`src/rtl/rmst_pkg.sv`:
```
// Shared types, command codes and default values for the render-mode state tracker.
// No dependencies; every other file refers to this package by scoped names.
package rmst_pkg;

	// Command opcodes, bits 31..24 of the first command word
	localparam logic [7:0] OP_ENV_COLOR  = 8'hFB;
	localparam logic [7:0] OP_PRIM_COLOR = 8'hFA;
	localparam logic [7:0] OP_MODE_LOW   = 8'hB9;
	localparam logic [7:0] OP_MODE_HIGH  = 8'hBA;
	localparam logic [7:0] OP_MODE_FULL  = 8'hEF;
	localparam logic [7:0] OP_GEOM_CLEAR = 8'hB6;
	localparam logic [7:0] OP_GEOM_SET   = 8'hB7;

	// Other-mode and geometry-mode bit masks
	localparam logic [31:0] RENDER_MASK    = 32'hFFFF_FFF8;
	localparam logic [31:0] HIGH_MASK      = 32'h00FF_FFFF;
	localparam logic [31:0] ZMODE_FIELD    = 32'h0000_0C00;
	localparam logic [31:0] ZCMP_BIT       = 32'h0000_0010;
	localparam logic [31:0] ZUPD_BIT       = 32'h0000_0020;
	localparam logic [31:0] FORCE_BLEND    = 32'h0000_4000;
	localparam logic [31:0] ALPHA_TEST_MSK = 32'h0000_1003;
	localparam logic [31:0] ENV_MAP_MSK    = 32'h0006_0000;
	localparam logic [31:0] ENV_LIN_BIT    = 32'h0008_0000;
	localparam int unsigned CULL_BACK_POS  = 13;
	localparam int unsigned CULL_FRONT_POS = 12;

	// Defaults loaded on reset and restart
	localparam logic [7:0]  ALPHA_DEFAULT    = 8'hFF;
	localparam logic [31:0] MODE_LOW_OPAQUE  = 32'h0000_0030;
	localparam logic [31:0] MODE_LOW_TRANSL  = 32'h0000_4810;
	localparam logic [31:0] GEOM_DEFAULT     = 32'h0000_0205;

	typedef enum logic [2:0] {
		CLS_UNKNOWN,
		CLS_OPAQUE,
		CLS_CUTOUT,
		CLS_CUTOUT_BLEND,
		CLS_BLEND,
		CLS_DECAL
	} tclass_t;

	typedef struct packed {
		logic        restart;
		logic [31:0] command_high;
		logic [31:0] command_low;
	} in_item_t;

	typedef struct packed {
		logic       depth_test;
		logic       depth_write;
		logic       decal_mode;
		logic       force_blend;
		logic       alpha_test;
		logic       env_mapping;
		logic       env_linear;
		logic [2:0] transparency_class;
		logic [7:0] env_alpha_out;
		logic [7:0] prim_alpha_out;
		logic       cull_back;
		logic       cull_front;
	} out_item_t;

	typedef struct packed {
		logic [7:0]  env_alpha;
		logic [7:0]  prim_alpha;
		logic [31:0] mode_low;
		logic [31:0] mode_low_known;
		logic [31:0] mode_high;
		logic [31:0] mode_high_known;
		logic [31:0] geometry_bits;
		logic [31:0] geometry_known;
		logic        depth_buffer_on;
	} state_t;

	// Tracker state after reset or restart
	function automatic state_t defaults(input logic secondary);
		state_t s;
		s.env_alpha       = ALPHA_DEFAULT;
		s.prim_alpha      = ALPHA_DEFAULT;
		s.mode_low        = secondary ? MODE_LOW_TRANSL : MODE_LOW_OPAQUE;
		s.mode_low_known  = '0;
		s.mode_high       = '0;
		s.mode_high_known = '0;
		s.geometry_bits   = GEOM_DEFAULT;
		s.geometry_known  = '0;
		s.depth_buffer_on = 1'b1;
		return s;
	endfunction

endpackage

```
`src/rtl/render_mode_state_tracker_top.sv`:
```
// Render-mode state tracker: one display-list command in, one set of derived raster flags out
// per beat. Each accepted command is captured in an input register; from there it updates the
// tracked other-mode, geometry-mode and alpha state and the derived flags land in an output
// register, which takes them when it is empty or being drained. A new command can be taken
// every cycle while the output register is not stalled. The rate is one beat per cycle in that
// case, set by the single update of the state register from the staged command. The output
// register stalls only the input stage behind it.
// The secondary_pass register chooses the other-mode default used on restart; reset loads the opaque one.
// Uses rmst_pkg and rmst_update.
module render_mode_state_tracker_top (
	input  logic                clk,
	input  logic                arst_n,
	input  logic                cfg_we,
	input  logic                cfg_wdata,
	input  logic                in_valid,
	output logic                in_ready,
	input  rmst_pkg::in_item_t  in_item,
	output logic                out_valid,
	input  logic                out_ready,
	output rmst_pkg::out_item_t out_item
);

	logic                secondary_q;
	logic                valid_s1;
	rmst_pkg::in_item_t  item_s1;
	logic                valid_s2;
	rmst_pkg::out_item_t result_s2;
	rmst_pkg::state_t    state_q;
	rmst_pkg::state_t    state_nxt;
	rmst_pkg::out_item_t result_nxt;
	logic                advance;
	logic                in_fire;

	// Move the staged beat forward when the output register is free or being drained
	assign advance  = valid_s1 && (!valid_s2 || out_ready);
	assign in_ready = !valid_s1 || advance;
	assign in_fire  = in_valid && in_ready;

	// Hold the configuration register
	always_ff @(posedge clk or negedge arst_n) begin
		if (!arst_n) begin
			secondary_q <= 1'b0;
		end else if (cfg_we) begin
			secondary_q <= cfg_wdata;
		end
	end

	// Input stage
	always_ff @(posedge clk or negedge arst_n) begin
		if (!arst_n) begin
			valid_s1 <= 1'b0;
		end else if (in_fire) begin
			valid_s1 <= 1'b1;
		end else if (advance) begin
			valid_s1 <= 1'b0;
		end
	end

	always_ff @(posedge clk) begin
		if (in_fire) begin
			item_s1 <= in_item;
		end
	end

	rmst_update u_update (
		.cur       (state_q),
		.item      (item_s1),
		.secondary (secondary_q),
		.nxt       (state_nxt),
		.res       (result_nxt)
	);

	// Advance tracked state once per staged beat
	always_ff @(posedge clk or negedge arst_n) begin
		if (!arst_n) begin
			state_q <= rmst_pkg::defaults(1'b0);
		end else if (advance) begin
			state_q <= state_nxt;
		end
	end

	// Output stage
	always_ff @(posedge clk or negedge arst_n) begin
		if (!arst_n) begin
			valid_s2 <= 1'b0;
		end else if (advance) begin
			valid_s2 <= 1'b1;
		end else if (out_ready) begin
			valid_s2 <= 1'b0;
		end
	end

	always_ff @(posedge clk) begin
		if (advance) begin
			result_s2 <= result_nxt;
		end
	end

	assign out_valid = valid_s2;
	assign out_item  = result_s2;

	// A restart beat reports default alphas
	a_restart_alpha: assert property (@(posedge clk) disable iff (!arst_n)
		advance && item_s1.restart |=> result_s2.env_alpha_out == rmst_pkg::ALPHA_DEFAULT
			&& result_s2.prim_alpha_out == rmst_pkg::ALPHA_DEFAULT)
		else $error("restart did not reload alphas");

	// An empty output register never blocks the input
	a_ready_when_empty: assert property (@(posedge clk) disable iff (!arst_n)
		!valid_s2 |-> in_ready)
		else $error("input stalled with empty output register");

	// Depth update is suppressed in decal mode
	a_no_zwrite_decal: assert property (@(posedge clk) disable iff (!arst_n)
		valid_s2 |-> !(result_s2.depth_write && result_s2.decal_mode))
		else $error("depth write with decal mode");

	// Decal class only with decal depth mode
	a_decal_class: assert property (@(posedge clk) disable iff (!arst_n)
		valid_s2 && result_s2.transparency_class == rmst_pkg::CLS_DECAL
			|-> result_s2.decal_mode)
		else $error("decal class without decal depth mode");

	// Linear generation implies environment mapping
	a_env_linear: assert property (@(posedge clk) disable iff (!arst_n)
		valid_s2 && result_s2.env_linear |-> result_s2.env_mapping)
		else $error("linear environment flag without environment mapping");

endmodule

```
`src/rtl/rmst_update.sv`:
```
// Next-state decode and flag derivation for one command beat.
// Depends on rmst_pkg for the item, result and state types and the opcodes.
module rmst_update (
	input  rmst_pkg::state_t    cur,
	input  rmst_pkg::in_item_t  item,
	input  logic                secondary,
	output rmst_pkg::state_t    nxt,
	output rmst_pkg::out_item_t res
);

	logic [7:0]  opcode;
	logic [7:0]  shift;
	logic [7:0]  count;
	logic [8:0]  span;
	logic        mw_ok;
	logic [31:0] ones;
	logic [31:0] mw_mask;
	logic        decal;
	logic        atest;
	logic        blend;
	logic        env;
	rmst_pkg::tclass_t cls;

	assign opcode = item.command_high[31:24];
	assign shift  = item.command_high[15:8];
	assign count  = item.command_high[7:0];

	// Masked write field: accept only a nonzero count that fits in 32 bits from the shift
	assign span    = {1'b0, shift} + {1'b0, count};
	assign mw_ok   = (count != 8'd0) && (span <= 9'd32);
	assign ones    = (count == 8'd32) ? 32'hFFFF_FFFF : ~(32'hFFFF_FFFF << count[4:0]);
	assign mw_mask = mw_ok ? (ones << shift[4:0]) : 32'h0;

	// Apply the command, or reload defaults on restart
	always_comb begin
		nxt = cur;
		if (item.restart) begin
			nxt = rmst_pkg::defaults(secondary);
		end else begin
			unique case (opcode)
				rmst_pkg::OP_ENV_COLOR: begin
					nxt.env_alpha = item.command_low[7:0];
				end
				rmst_pkg::OP_PRIM_COLOR: begin
					nxt.prim_alpha = item.command_low[7:0];
				end
				rmst_pkg::OP_MODE_LOW: begin
					nxt.mode_low = (cur.mode_low & ~mw_mask) | (item.command_low & mw_mask);
					nxt.mode_low_known = cur.mode_low_known | mw_mask;
				end
				rmst_pkg::OP_MODE_HIGH: begin
					nxt.mode_high = (cur.mode_high & ~mw_mask) | (item.command_low & mw_mask);
					nxt.mode_high_known = cur.mode_high_known | mw_mask;
				end
				rmst_pkg::OP_MODE_FULL: begin
					nxt.mode_low        = item.command_low;
					nxt.mode_low_known  = 32'hFFFF_FFFF;
					nxt.mode_high       = item.command_high & rmst_pkg::HIGH_MASK;
					nxt.mode_high_known = rmst_pkg::HIGH_MASK;
				end
				rmst_pkg::OP_GEOM_CLEAR: begin
					nxt.geometry_known = cur.geometry_known | item.command_low;
					nxt.geometry_bits  = cur.geometry_bits & ~item.command_low;
					if (item.command_low[0]) begin
						nxt.depth_buffer_on = 1'b0;
					end
				end
				rmst_pkg::OP_GEOM_SET: begin
					nxt.geometry_known = cur.geometry_known | item.command_low;
					nxt.geometry_bits  = cur.geometry_bits | item.command_low;
					if (item.command_low[0]) begin
						nxt.depth_buffer_on = 1'b1;
					end
				end
				default: begin
				end
			endcase
		end
	end

	// Derive flags from the updated state
	assign decal = (nxt.mode_low & rmst_pkg::ZMODE_FIELD) == rmst_pkg::ZMODE_FIELD;
	assign atest = (nxt.mode_low & rmst_pkg::ALPHA_TEST_MSK) != 32'h0;
	assign blend = (nxt.mode_low & rmst_pkg::FORCE_BLEND) != 32'h0;
	assign env   = (nxt.geometry_bits & rmst_pkg::ENV_MAP_MSK) == rmst_pkg::ENV_MAP_MSK;

	// Classify transparency once the whole render mode has been authored
	always_comb begin
		if ((nxt.mode_low_known & rmst_pkg::RENDER_MASK) != rmst_pkg::RENDER_MASK) begin
			cls = rmst_pkg::CLS_UNKNOWN;
		end else if (decal) begin
			cls = rmst_pkg::CLS_DECAL;
		end else if (atest && blend) begin
			cls = rmst_pkg::CLS_CUTOUT_BLEND;
		end else if (atest) begin
			cls = rmst_pkg::CLS_CUTOUT;
		end else if (blend) begin
			cls = rmst_pkg::CLS_BLEND;
		end else begin
			cls = rmst_pkg::CLS_OPAQUE;
		end
	end

	always_comb begin
		res.depth_test  = nxt.depth_buffer_on && ((nxt.mode_low & rmst_pkg::ZCMP_BIT) != 32'h0);
		res.depth_write = nxt.depth_buffer_on && ((nxt.mode_low & rmst_pkg::ZUPD_BIT) != 32'h0)
			&& !decal;
		res.decal_mode  = decal;
		res.force_blend = blend;
		res.alpha_test  = atest;
		res.env_mapping = env;
		res.env_linear  = env && ((nxt.geometry_bits & rmst_pkg::ENV_LIN_BIT) != 32'h0);
		res.transparency_class = cls;
		res.env_alpha_out  = nxt.env_alpha;
		res.prim_alpha_out = nxt.prim_alpha;
		// Unauthored cull sides fall back to back-face culling only
		res.cull_back  = nxt.geometry_known[rmst_pkg::CULL_BACK_POS]
			? nxt.geometry_bits[rmst_pkg::CULL_BACK_POS] : 1'b1;
		res.cull_front = nxt.geometry_known[rmst_pkg::CULL_FRONT_POS]
			? nxt.geometry_bits[rmst_pkg::CULL_FRONT_POS] : 1'b0;
	end

endmodule

```
`config.mk`:
```
export PLATFORM = sky130hd
export DESIGN_NAME = render_mode_state_tracker_top
export DESIGN_NICKNAME = d
export VERILOG_FILES = /design/src/rtl/rmst_pkg.sv /design/src/rtl/render_mode_state_tracker_top.sv /design/src/rtl/rmst_update.sv
export SDC_FILE = /design/constraint.sdc
export NUM_CORES = 1
export LEC_CHECK = 0
export BUFFER_PORTS_ARGS = -buffer_cell sky130_fd_sc_hd__buf_2
export CAP_MARGIN = 10
export CELL_PAD_IN_SITES_DETAIL_PLACEMENT = 1
export CELL_PAD_IN_SITES_GLOBAL_PLACEMENT = 2
export CORE_ASPECT_RATIO = 0.9
export CORE_MARGIN = 2
export CORE_UTILIZATION = 40
export CTS_CLUSTER_DIAMETER = 150
export DETAILED_ROUTE_END_ITERATION = 8
export PLACE_DENSITY_LB_ADDON = 0.1
export SYNTH_ARGS = -nofsm -noshare
export SYNTH_HDL_FRONTEND = slang
export SYNTH_SLANG_ARGS = --single-unit
```
`constraint.sdc`:
```
create_clock -name clk -period 5.8 [get_ports clk]
set_input_delay 1.16 -clock clk [delete_from_list [all_inputs] [get_ports clk]]
set_output_delay 1.16 -clock clk [all_outputs]
set_load 0.005 [all_outputs]
```
==> flow_summary.json, run 1 <==
{
  "outcome": "finished clean",
  "ys_ff_latch": 133,
  "cts_tree": "built",
  "max-slew-margin-rel": 0.248,
  "hold_violations": 0,
  "dr.pass1.iters": 6,
  "holdPathEnd": "state_q[50]",
  "place.gp.congestion": 0.888,
  "yosys_warnings": 0,
  "finalCriticalPeriod_ns": 4.65,
  "nets": 934,
  "critical_path_class": "reg -> reg",
  "hold_depth": 2,
  "synthTopCellsByArea": "edfxtp_1 27%, dfrtp_1 15%, dfstp_2 6.4%",
  "grt_usage": 0.253,
  "setup_violations": 0,
  "boundaryPins": 101,
  "worstReg2RegEnd": "out_item[18]",
  "instances_no_fill": 1115,
  "fp.dieH_um": 136,
  "via_count": 6750,
  "p_leak_nw": 3.40,
  "syn2layout_area_growth_pct": 15.4,
  "dp_slack_ns": 1.14,
  "synthArstFlopShare": 0.481,
  "clock_latency_ns": 0.43,
  "setup_tns_ns": 0,
  "synth_edf_count": 69,
  "rr_worst_depth": 13,
  "yosysTopAreaCell": "edfxtp_1",
  "cts_sinks": 133,
  "cp-end-kind": "flop",
  "rsz0062_at_grt": "no",
  "fin_hold_ws_ns": 0.493,
  "netlist_area_um2": 7750,
  "worstPathArrival_ns": 4.83,
  "grt_max_degree": 65,
  "fill_cells": 2163,
  "ir_drop_mv": 0.196,
  "reg2reg_setup_slack_ns": 1.15,
  "placed_cells": 1083,
  "cp_max_fo": 14,
  "wl_um": 25000,
  "clk_pin_slew_ns": 0.07,
  "initial_utilization": 0.406,
  "clk_root_buffer_cell": "clkbuf_16",
  "multiInputGateArea_um2": 3740,
  "grt_pass1_wl_um": 39700,
  "cts_inserted_buffers": 17,
  "die_x_um": 151,
  "ff_latch_area_um2": 3700,
  "avgRoutedWirePerCell_um": 22.4,
  "dieArea_um2": 20500,
  "setup_slack_ns": 1.15,
  "r2r_start": "item_s1[32]",
  "diodes": 0,
  "antenna_found_initial": 0,
  "synthCells": 795,
  "min_path_type": "reg -> reg",
  "hpwl_um": 17300,
  "power.total_mw": 2.62,
  "maxCapViolCount": 0,
  "worst_slew_pin_slew_ns": 1.12,
  "worst_hold_startpoint": "state_q[50]",
  "fmax_mhz": 215,
  "clockBufferDepth": 2,
  "drive_above_1_share": 0.221,
  "worstPathRequired_ns": 5.98,
  "ant_nets": 0,
  "ctsHoldBuffers": 0,
  "first_global_vias": 6945,
  "startpoint_type": "flop",
  "synth.distinct_cells": 97,
  "slew_violations": 0,
  "drt-initial-drc-count": 568,
  "cts_max_level": 4,
  "yosysSeqAreaShare": 0.477,
  "fin_skew_ns": 0.0134,
  "fin_crit_sh": 0.802,
  "grt_overflow": 0,
  "cts_resized": 0,
  "viasPerCell": 6.05,
  "synthFlopType": "edfxtp_1",
  "cts_setup_buffers": 0,
  "avgSynthCellArea_um2": 9.75,
  "portBuffers": 76,
  "synth_top_area_share": 0.267,
  "core_area_um2": 19100,
  "power_density_nw_per_um2": 293,
  "synthesis.nets": 877,
  "drc": 0,
  "fp-row-count": 48
}
==> layout make-up <==
class | count | share of cell area
inverter | 20 | 0.00840
tap | 250 | 0.0350
timing repair buffer | 93 | 0.0568
multi-input combinational | 587 | 0.419
sequential | 133 | 0.413
clock inverter | 15 | 0.0201
clock buffer | 17 | 0.0476
==> flip-flops by register name, summed over array words and instances, names as in the netlist <==
name and count:
item_s1 41, out_item 28, out_valid 1, secondary_q 1
state_q 61, valid_s1 1
==> metal layers <==
layer  track usage  vias to the layer above  part of all wire
met3        0.0560                       27             0.057
met5             0                        -                 0
li1              -                     3135                 -
met1         0.365                     3387              0.47
met4        0.0597                        0             0.012
met2         0.390                      201              0.47
==> placed cells by master (no fill, tap or decap), types with 5 or more instances in the layout <==
cell type / instances
dfstp_2: 19
dfrtp_1: 45
o31ai_1: 7
a22oi_1: 6
nand3_1: 15
inv_6: 6
inv_1: 17
o22ai_1: 9
mux2_2: 6
o211ai_1: 8
mux2i_1: 26
nand2b_1: 12
o21ai_1: 5
a21oi_1: 49
nor3_1: 20
a2111oi_0: 7
nor2_1: 101
a211o_1: 5
nand4_1: 6
or2_2: 7
ha_1: 10
buf_4: 17
edfxtp_1: 69
o21ai_0: 57
a211oi_1: 10
clkbuf_16: 17
nand2_1: 69
nor2b_1: 5
a31oi_1: 34
buf_2: 76
==> cell families after synthesis <==
| logic type | synth area share |
|---|---|
| XOR/XNOR | 0.00113 |
| AND/OR/NAND/NOR | 0.170 |
| flip-flops | 0.477 |
| multiplexers | 0.0452 |
| AO/OA/AOI/OAI | 0.245 |
| adder cells (fa/ha/maj) | 0.0213 |
| buffers and inverters | 0.0400 |
==> synthesized netlist by cell type (3+ instances only) <==
cell type    n
o21ai_1      5
nor2_1     101
buf_1        5
a211oi_1    10
nor3_1      20
ha_1        10
nand4b_1     3
a31oi_1     34
nor2b_1      5
mux2_2       6
or4_1        3
or2_2        7
a221o_1      3
buf_2       11
o22ai_1      9
dfrtp_1     45
nand2_1     69
inv_1       17
o211ai_1     8
a311oi_1     4
a21boi_0     3
a21o_1       3
a32oi_1      4
a211o_1      5
a211oi_2     3
nand4_1      6
a31o_2       3
o31ai_1      7
o21a_1       4
o31a_1       3
nor4_1       4
a21oi_1     49
clkbuf_1    37
a22o_1       4
edfxtp_1    69
nand2b_1    12
nand3_1     15
dfstp_2     19
o21ai_0     57
o221ai_1     3
a22oi_1      6
and3_1       3
a2111oi_0    7
mux2i_1     26
==> report_power, final <==
| part | switching [mW] | internal [mW] | total [mW] |
|---|---|---|---|
| Clock | 0.475 | 0.654 | 1.13 |
| Sequential | 0.0398 | 1.06 | 1.10 |
| Combinational | 0.263 | 0.128 | 0.392 |
| Total | 0.778 | 1.84 | 2.62 |
==> through the flow <==
step,util,instance area [µm²]
2_1_floorplan,-,7750
4_1_cts,0.468,8940
6_report,0.468,8940
3_3_place_gp,0.437,8340
5_1_grt,0.468,8940
3_5_place_dp,0.437,8340
==> worst max-delay path: stages (launching register included) <==
cell and delay (ns):
edfxtp_1 0.63, ha_1 0.37, fa_1 0.43, a211oi_2 0.29, or4b_1 0.18, o311ai_2 0.15
or3_4 0.43, a211oi_4 0.50, nand2_1 0.25, o21ai_1 0.22, mux2i_1 0.25, a31o_2 0.25
ha_1 0.25, o21a_1 0.19
==> worst max path at each step <==
| stage | depth (start not counted) | to | from |
|---|---|---|---|
| finish | 13 | out_item[18] | item_s1[32] |
| global route | 13 | out_item[18] | item_s1[32] |
| floorplan | 13 | out_item[18] | item_s1[32] |
| CTS | 13 | out_item[18] | item_s1[32] |
| global placement | 13 | out_item[18] | item_s1[32] |
| detailed placement | 13 | out_item[18] | item_s1[32] |
Power figures use the tool's default switching activity.
==> inputs of run 2 (changes only) <==
--- a/config.mk
+++ b/config.mk
@@ -5,13 +5,14 @@
 export SDC_FILE = /design/constraint.sdc
 export NUM_CORES = 1
 export LEC_CHECK = 0
+export ABC_AREA = 1
 export BUFFER_PORTS_ARGS = -buffer_cell sky130_fd_sc_hd__buf_2
 export CAP_MARGIN = 10
 export CELL_PAD_IN_SITES_DETAIL_PLACEMENT = 1
 export CELL_PAD_IN_SITES_GLOBAL_PLACEMENT = 2
 export CORE_ASPECT_RATIO = 0.9
 export CORE_MARGIN = 2
-export CORE_UTILIZATION = 40
+export CORE_UTILIZATION = 34
 export CTS_CLUSTER_DIAMETER = 150
 export DETAILED_ROUTE_END_ITERATION = 8
 export PLACE_DENSITY_LB_ADDON = 0.1
==> constraint.sdc (replaced) <==
create_clock -name clk -period 4.8 [get_ports clk]
set_input_delay 0.96 -clock clk [delete_from_list [all_inputs] [get_ports clk]]
set_output_delay 0.96 -clock clk [all_outputs]
set_load 0.005 [all_outputs]
==> run 2 against run 1 <==
Wire length increased by 6.9%. Core utilization decreased by 7.2 points. Sequential power increased by 33%. Critical path depth increased by 4. Largest cell class unchanged. Via count increased by 14%. Critical endpoint unchanged.
==> flow_summary.json, run 2 <==
{
  "yosys.cell_count.top_type": "nand2_1",
  "cts_sinks": 133,
  "worstReg2RegEnd": "out_item[18]",
  "final_common_cell": "nand2_1",
  "ys_ff_latch": 133,
  "fin_crit_sh": 0.802,
  "cp-end-kind": "flop",
  "diodes": 0,
  "critPathBufInv": 2,
  "cts_inserted_buffers": 17,
  "power_density_nw_per_um2": 362,
  "fmax_mhz": 260,
  "crit_chain": "ha_1, fa_1, or2_1, nor2_1, nand3_1, o21ai_2, nand4_2, nor2_4, nand2_1, o21ai_0, nand2_1, a21oi_1, ha_1, inv_1, nand2_1, inv_1, nor2_1",
  "clockBufferDepth": 2,
  "p_leak_nw": 4.41,
  "synthTopCellsByArea": "edfxtp_1 25%, dfrtp_1 13%, nand3_1 13%",
  "synth_edf_count": 69,
  "grt_usage": 0.215,
  "crit_family": "simple AND/OR/NAND/NOR gates",
  "clk_root_buffer_cell": "clkbuf_16",
  "regMostFlops": "state_q",
  "fp-row-count": 54,
  "hold_violations": 0,
  "worst_hold_startpoint": "state_q[199]",
  "finalCriticalPeriod_ns": 3.85,
  "dr.pass1.iters": 5,
  "rsz0062_at_grt": "no",
  "yosys_warnings": 0,
  "largest_reg_flops": 61,
  "avgRoutedWirePerCell_um": 18.2,
  "die_x_um": 169,
  "synth_top_area_share": 0.248,
  "layout_common_cells": "294 x nand2_1, 224 x nand3_1, 86 x inv_1",
  "worst_slew_pin_slew_ns": 0.866,
  "cts_resized": 0,
  "ir_drop_mv": 0.203,
  "synthesis.nets": 1168,
  "clock_latency_ns": 0.42,
  "yosysSeqAreaShare": 0.442,
  "drt-initial-drc-count": 486,
  "fill_cells": 2989,
  "setup_tns_ns": 0,
  "synthArstFlopShare": 0.481,
  "holdPathEnd": "state_q[199]",
  "cts_max_level": 4,
  "cp_max_fo": 9,
  "cts_tree": "built",
  "place.gp.congestion": 0.801,
  "via_count": 7683,
  "synth.distinct_cells": 48,
  "ant_nets": 0,
  "drc": 0,
  "drive_above_1_share": 0.179,
  "outcome": "finished clean",
  "hpwl_um": 19000,
  "grt_overflow": 0,
  "yosysTopAreaCell": "edfxtp_1",
  "slowest_delay_ns": 0.49,
  "ctsHoldBuffers": 0,
  "synthCells": 1086,
  "multiInputGateArea_um2": 4020,
  "reg2reg_setup_slack_ns": 0.95,
  "setup_slack_ns": 0.949,
  "viasPerCell": 5.24,
  "netlist_area_um2": 8360,
  "critical_path_class": "reg -> reg",
  "wl_um": 26700,
  "antenna_found_initial": 0,
  "min_path_type": "reg -> reg",
  "first_global_vias": 8002,
  "ff_latch_area_um2": 3700,
  "r2r_start": "item_s1[32]",
  "worstPathRequired_ns": 4.98,
  "worstPathArrival_ns": 4.03,
  "grt_max_degree": 55,
  "slew_violations": 0,
  "nets": 1226,
  "syn2layout_area_growth_pct": 14.7,
  "maxCapViolCount": 0,
  "avgSynthCellArea_um2": 7.70,
  "dp_slack_ns": 0.948,
  "portBuffers": 76,
  "max-slew-margin-rel": 0.422,
  "boundaryPins": 101,
  "startpoint_type": "flop",
  "synthFlopType": "edfxtp_1",
  "initial_utilization": 0.346,
  "dieArea_um2": 25900,
  "grt_pass1_wl_um": 43700,
  "critPathSlowestCell": "edfxtp_1",
  "core_area_um2": 24200,
  "fp.dieH_um": 153,
  "cts_setup_buffers": 0,
  "fin_skew_ns": 0.0158,
  "setup_violations": 0,
  "crit_top_cell": "nand2_1",
  "clk_pin_slew_ns": 0.07,
  "rr_worst_depth": 17,
  "hold_depth": 2,
  "synth_commonest_cells": "295 x nand2_1, 224 x nand3_1, 87 x inv_1, 81 x nor2_1, 69 x edfxtp_1"
}
-- run 2: tightest hold or removal path, stage by stage (launching register included) --
cell	delay [ns]
dfstp_2	0.37
nand2_1	0.05
nand2_1	0.05
-- run 2: how the worst max path moves through the flow --
stage / from / endpoint / slack (ns) / cells past startpoint
floorplan: item_s1[32] / out_item[18] / 1.60 / 17
global placement: item_s1[32] / out_item[18] / 0.99 / 17
detailed placement: item_s1[32] / out_item[18] / 0.95 / 17
CTS: item_s1[32] / out_item[18] / 0.91 / 17
global route: item_s1[32] / out_item[18] / 0.65 / 17
finish: item_s1[32] / out_item[18] / 0.95 / 17
-- run 2: cell families after synthesis --
family                   count (synthesis)  share of synthesized area
adder cells (fa/ha/maj)                 11                     0.0174
buffers and inverters                  156                     0.0775
multiplexers                             1                    0.00135
AND/OR/NAND/NOR                        664                      0.367
AO/OA/AOI/OAI                          121                     0.0942
flip-flops                             133                      0.442
-- run 2: final cells by class --
cell class | count | share of cell area
Multi-Input combinational cell | 797 | 0.420
Timing Repair Buffer | 97 | 0.0561
Tap cell | 308 | 0.0402
Sequential cell | 133 | 0.386
Clock inverter | 15 | 0.0148
Inverter | 98 | 0.0389
Clock buffer | 17 | 0.0444
-- run 2: power breakdown --
| group | leakage, nW | switching, mW | internal (mW) | total (mW) |
|---|---|---|---|---|
| Combinational | 2.67 | 0.509 | 0.231 | 0.740 |
| Clock | 0.271 | 0.589 | 0.686 | 1.28 |
| Sequential | 1.47 | 0.0622 | 1.40 | 1.46 |
-- run 2: routing by layer --
metal | vias up | wire [µm] | global-route usage
met5 | - | 0 | 0
met4 | 0 | 229 | 0.0444
met2 | 124 | 12000 | 0.333
met3 | 14 | 697 | 0.0273
met1 | 3752 | 13800 | 0.321
li1 | 3793 | - | -
-- run 2: per-stage QoR --
step	power (mW)	instances	utilization	hold WS (ns)	cell area, µm²
2_1_floorplan	1.96	1086	-	0.448	8360
4_1_cts	3.52	1465	0.396	0.475	9580
3_3_place_gp	2.21	1433	0.373	0.456	9020
3_5_place_dp	2.22	1433	0.373	0.460	9020
5_1_grt	3.67	1465	0.396	0.502	9580
6_report	3.47	1465	0.396	0.474	9580
==> inputs of run 3 (changes only) <==
--- a/config.mk
+++ b/config.mk
@@ -12,7 +12,7 @@
 export CELL_PAD_IN_SITES_GLOBAL_PLACEMENT = 2
 export CORE_ASPECT_RATIO = 0.9
 export CORE_MARGIN = 2
-export CORE_UTILIZATION = 34
+export CORE_UTILIZATION = 31
 export CTS_CLUSTER_DIAMETER = 150
 export DETAILED_ROUTE_END_ITERATION = 8
 export PLACE_DENSITY_LB_ADDON = 0.1
==> constraint.sdc (replaced) <==
create_clock -name clk -period 3.4 [get_ports clk]
set_input_delay 0.68 -clock clk [delete_from_list [all_inputs] [get_ports clk]]
set_output_delay 0.68 -clock clk [all_outputs]
set_load 0.005 [all_outputs]
==> run 3 against run 2 <==
Flip-flop and latch count is the same. Power increased by 42%. Critical path depth increased by 2. Non-clock buffer count is 31 higher. Core utilization is 2.4 points lower. Cell count increased by 5.3%. Critical path type unchanged. Critical endpoint is now out_item[19]. Largest power group unchanged.
==> flow_summary.json, run 3 (same netlist as run 2, synthesis figures left out) <==
{
  "place.gp.congestion": 0.770,
  "clk_root_buffer_cell": "clkbuf_16",
  "antenna_found_initial": 0,
  "layout_common_cells": "293 x nand2_1, 220 x nand3_1, 86 x inv_1",
  "setup_violations": 0,
  "boundaryPins": 101,
  "cts_sinks": 133,
  "finalCriticalPeriod_ns": 3.24,
  "drive_above_1_share": 0.210,
  "fmax_mhz": 309,
  "clock_latency_ns": 0.43,
  "rr_worst_depth": 19,
  "first_global_vias": 7836,
  "fp-row-count": 57,
  "avgRoutedWirePerCell_um": 17.3,
  "nets": 1257,
  "wl_um": 26700,
  "max-slew-margin-rel": 0.609,
  "ant_nets": 0,
  "cts_inserted_buffers": 17,
  "largest_reg_flops": 61,
  "worstPathRequired_ns": 3.58,
  "outcome": "finished clean",
  "core_area_um2": 26700,
  "setup_tns_ns": 0,
  "ctsHoldBuffers": 0,
  "cp_max_fo": 5,
  "clk_pin_slew_ns": 0.07,
  "fin_crit_sh": 0.953,
  "dieArea_um2": 28300,
  "slew_violations": 0,
  "drc": 0,
  "ir_drop_mv": 0.347,
  "drt-initial-drc-count": 453,
  "grt_usage": 0.197,
  "die_x_um": 177,
  "cts_max_level": 4,
  "cp-end-kind": "flop",
  "instances_no_fill": 1542,
  "reg2reg_setup_slack_ns": 0.16,
  "clockBufferDepth": 2,
  "fp.dieH_um": 160,
  "crit_family": "simple AND/OR/NAND/NOR gates",
  "power.total_mw": 4.94,
  "rsz0062_at_grt": "yes",
  "critical_path_class": "reg -> reg",
  "worst_slew_pin_slew_ns": 0.586,
  "grt_overflow": 0,
  "diodes": 0,
  "power_density_nw_per_um2": 496,
  "cts_tree": "built",
  "critPathSlowestCell": "edfxtp_1",
  "grt_pass1_wl_um": 43200,
  "p_leak_nw": 4.56,
  "worstPathArrival_ns": 3.42,
  "min_path_type": "in -> async",
  "dr.pass1.iters": 5,
  "cp.depth": 19,
  "regMostFlops": "state_q",
  "placed_cells": 1504,
  "viasPerCell": 4.97,
  "initial_utilization": 0.313,
  "hpwl_um": 20000,
  "maxCapViolCount": 0,
  "syn2layout_area_growth_pct": 19.2,
  "final_common_cell": "nand2_1",
  "slowest_delay_ns": 0.40,
  "portBuffers": 76,
  "via_count": 7663,
  "critPathBufInv": 4,
  "crit_chain": "ha_2, fa_2, or2_1, nor2_2, nand3_2, o21ai_4, nand3_4, nor2_4, nand3_2, nand2_2, nor2_2, o21bai_1, buf_4, buf_4, buf_6, buf_6, nand4_1, nand2_1, nor2_1",
  "fin_skew_ns": 0.0110,
  "grt_max_degree": 49,
  "startpoint_type": "flop",
  "hold_violations": 0
}
-- run 3: changes by cell type in the layout (fill, tap and decap cells not counted), sizes merged --
cell	before	now
buf	97	128
clkbuf	17	18
clkinv	7	5
inv	103	104
-- run 3: layout make-up --
type / instances / area [µm²]
clock inverter: 14 / 130
clock buffer: 18 / 439
fill: 3295 / 16800
sequential: 133 / 3700
multi-input combinational: 797 / 4090
tap: 354 / 443
timing repair buffer: 128 / 795
inverter: 98 / 373
-- run 3: per-stage QoR --
step / instance area [µm²] / hold slack (ns) / setup WS, ns / util
after detailed placement: 9280 / 0.460 / -0.00688 / 0.347
after CTS: 9890 / 0.244 / 0.0172 / 0.370
after floorplan: 8360 / 0.384 / 0.196 / -
after global routing: 9960 / 0.264 / -0.0801 / 0.373
final: 9960 / 0.246 / 0.161 / 0.373
after global placement: 9280 / 0.456 / 0.0354 / 0.347
-- run 3: path summary, 6_finish.rpt --
path,start,to
worst max-delay path,item_s1[40],out_item[19]
worst min-delay path,arst_n,state_q[156]
worst max register to register,item_s1[40],out_item[19]
worst min register to register,state_q[200],state_q[200]
max in group asynchronous,arst_n,state_q[45]
min in group clk,in_item[33],item_s1[33]
-- run 3: repair_timing --
item / 4_1_cts / 5_1_grt
setup buffers: 4 / 2
pin swaps: 6 / 11
resized for setup: 4 / 14
endpoints found under the setup margin: 2 / 4
-- run 3: per-layer routing --
layer  track usage  wire length, µm
met2         0.300            11800
met4        0.0496              288
met3        0.0279              664
met5             0                0
met1         0.293            13900
-- run 3: power by group --
group | switching [mW] | internal (mW) | total (mW)
logic | 0.726 | 0.360 | 1.09
clock network | 0.814 | 0.987 | 1.80
registers | 0.0809 | 1.97 | 2.05
total | 1.62 | 3.32 | 4.94
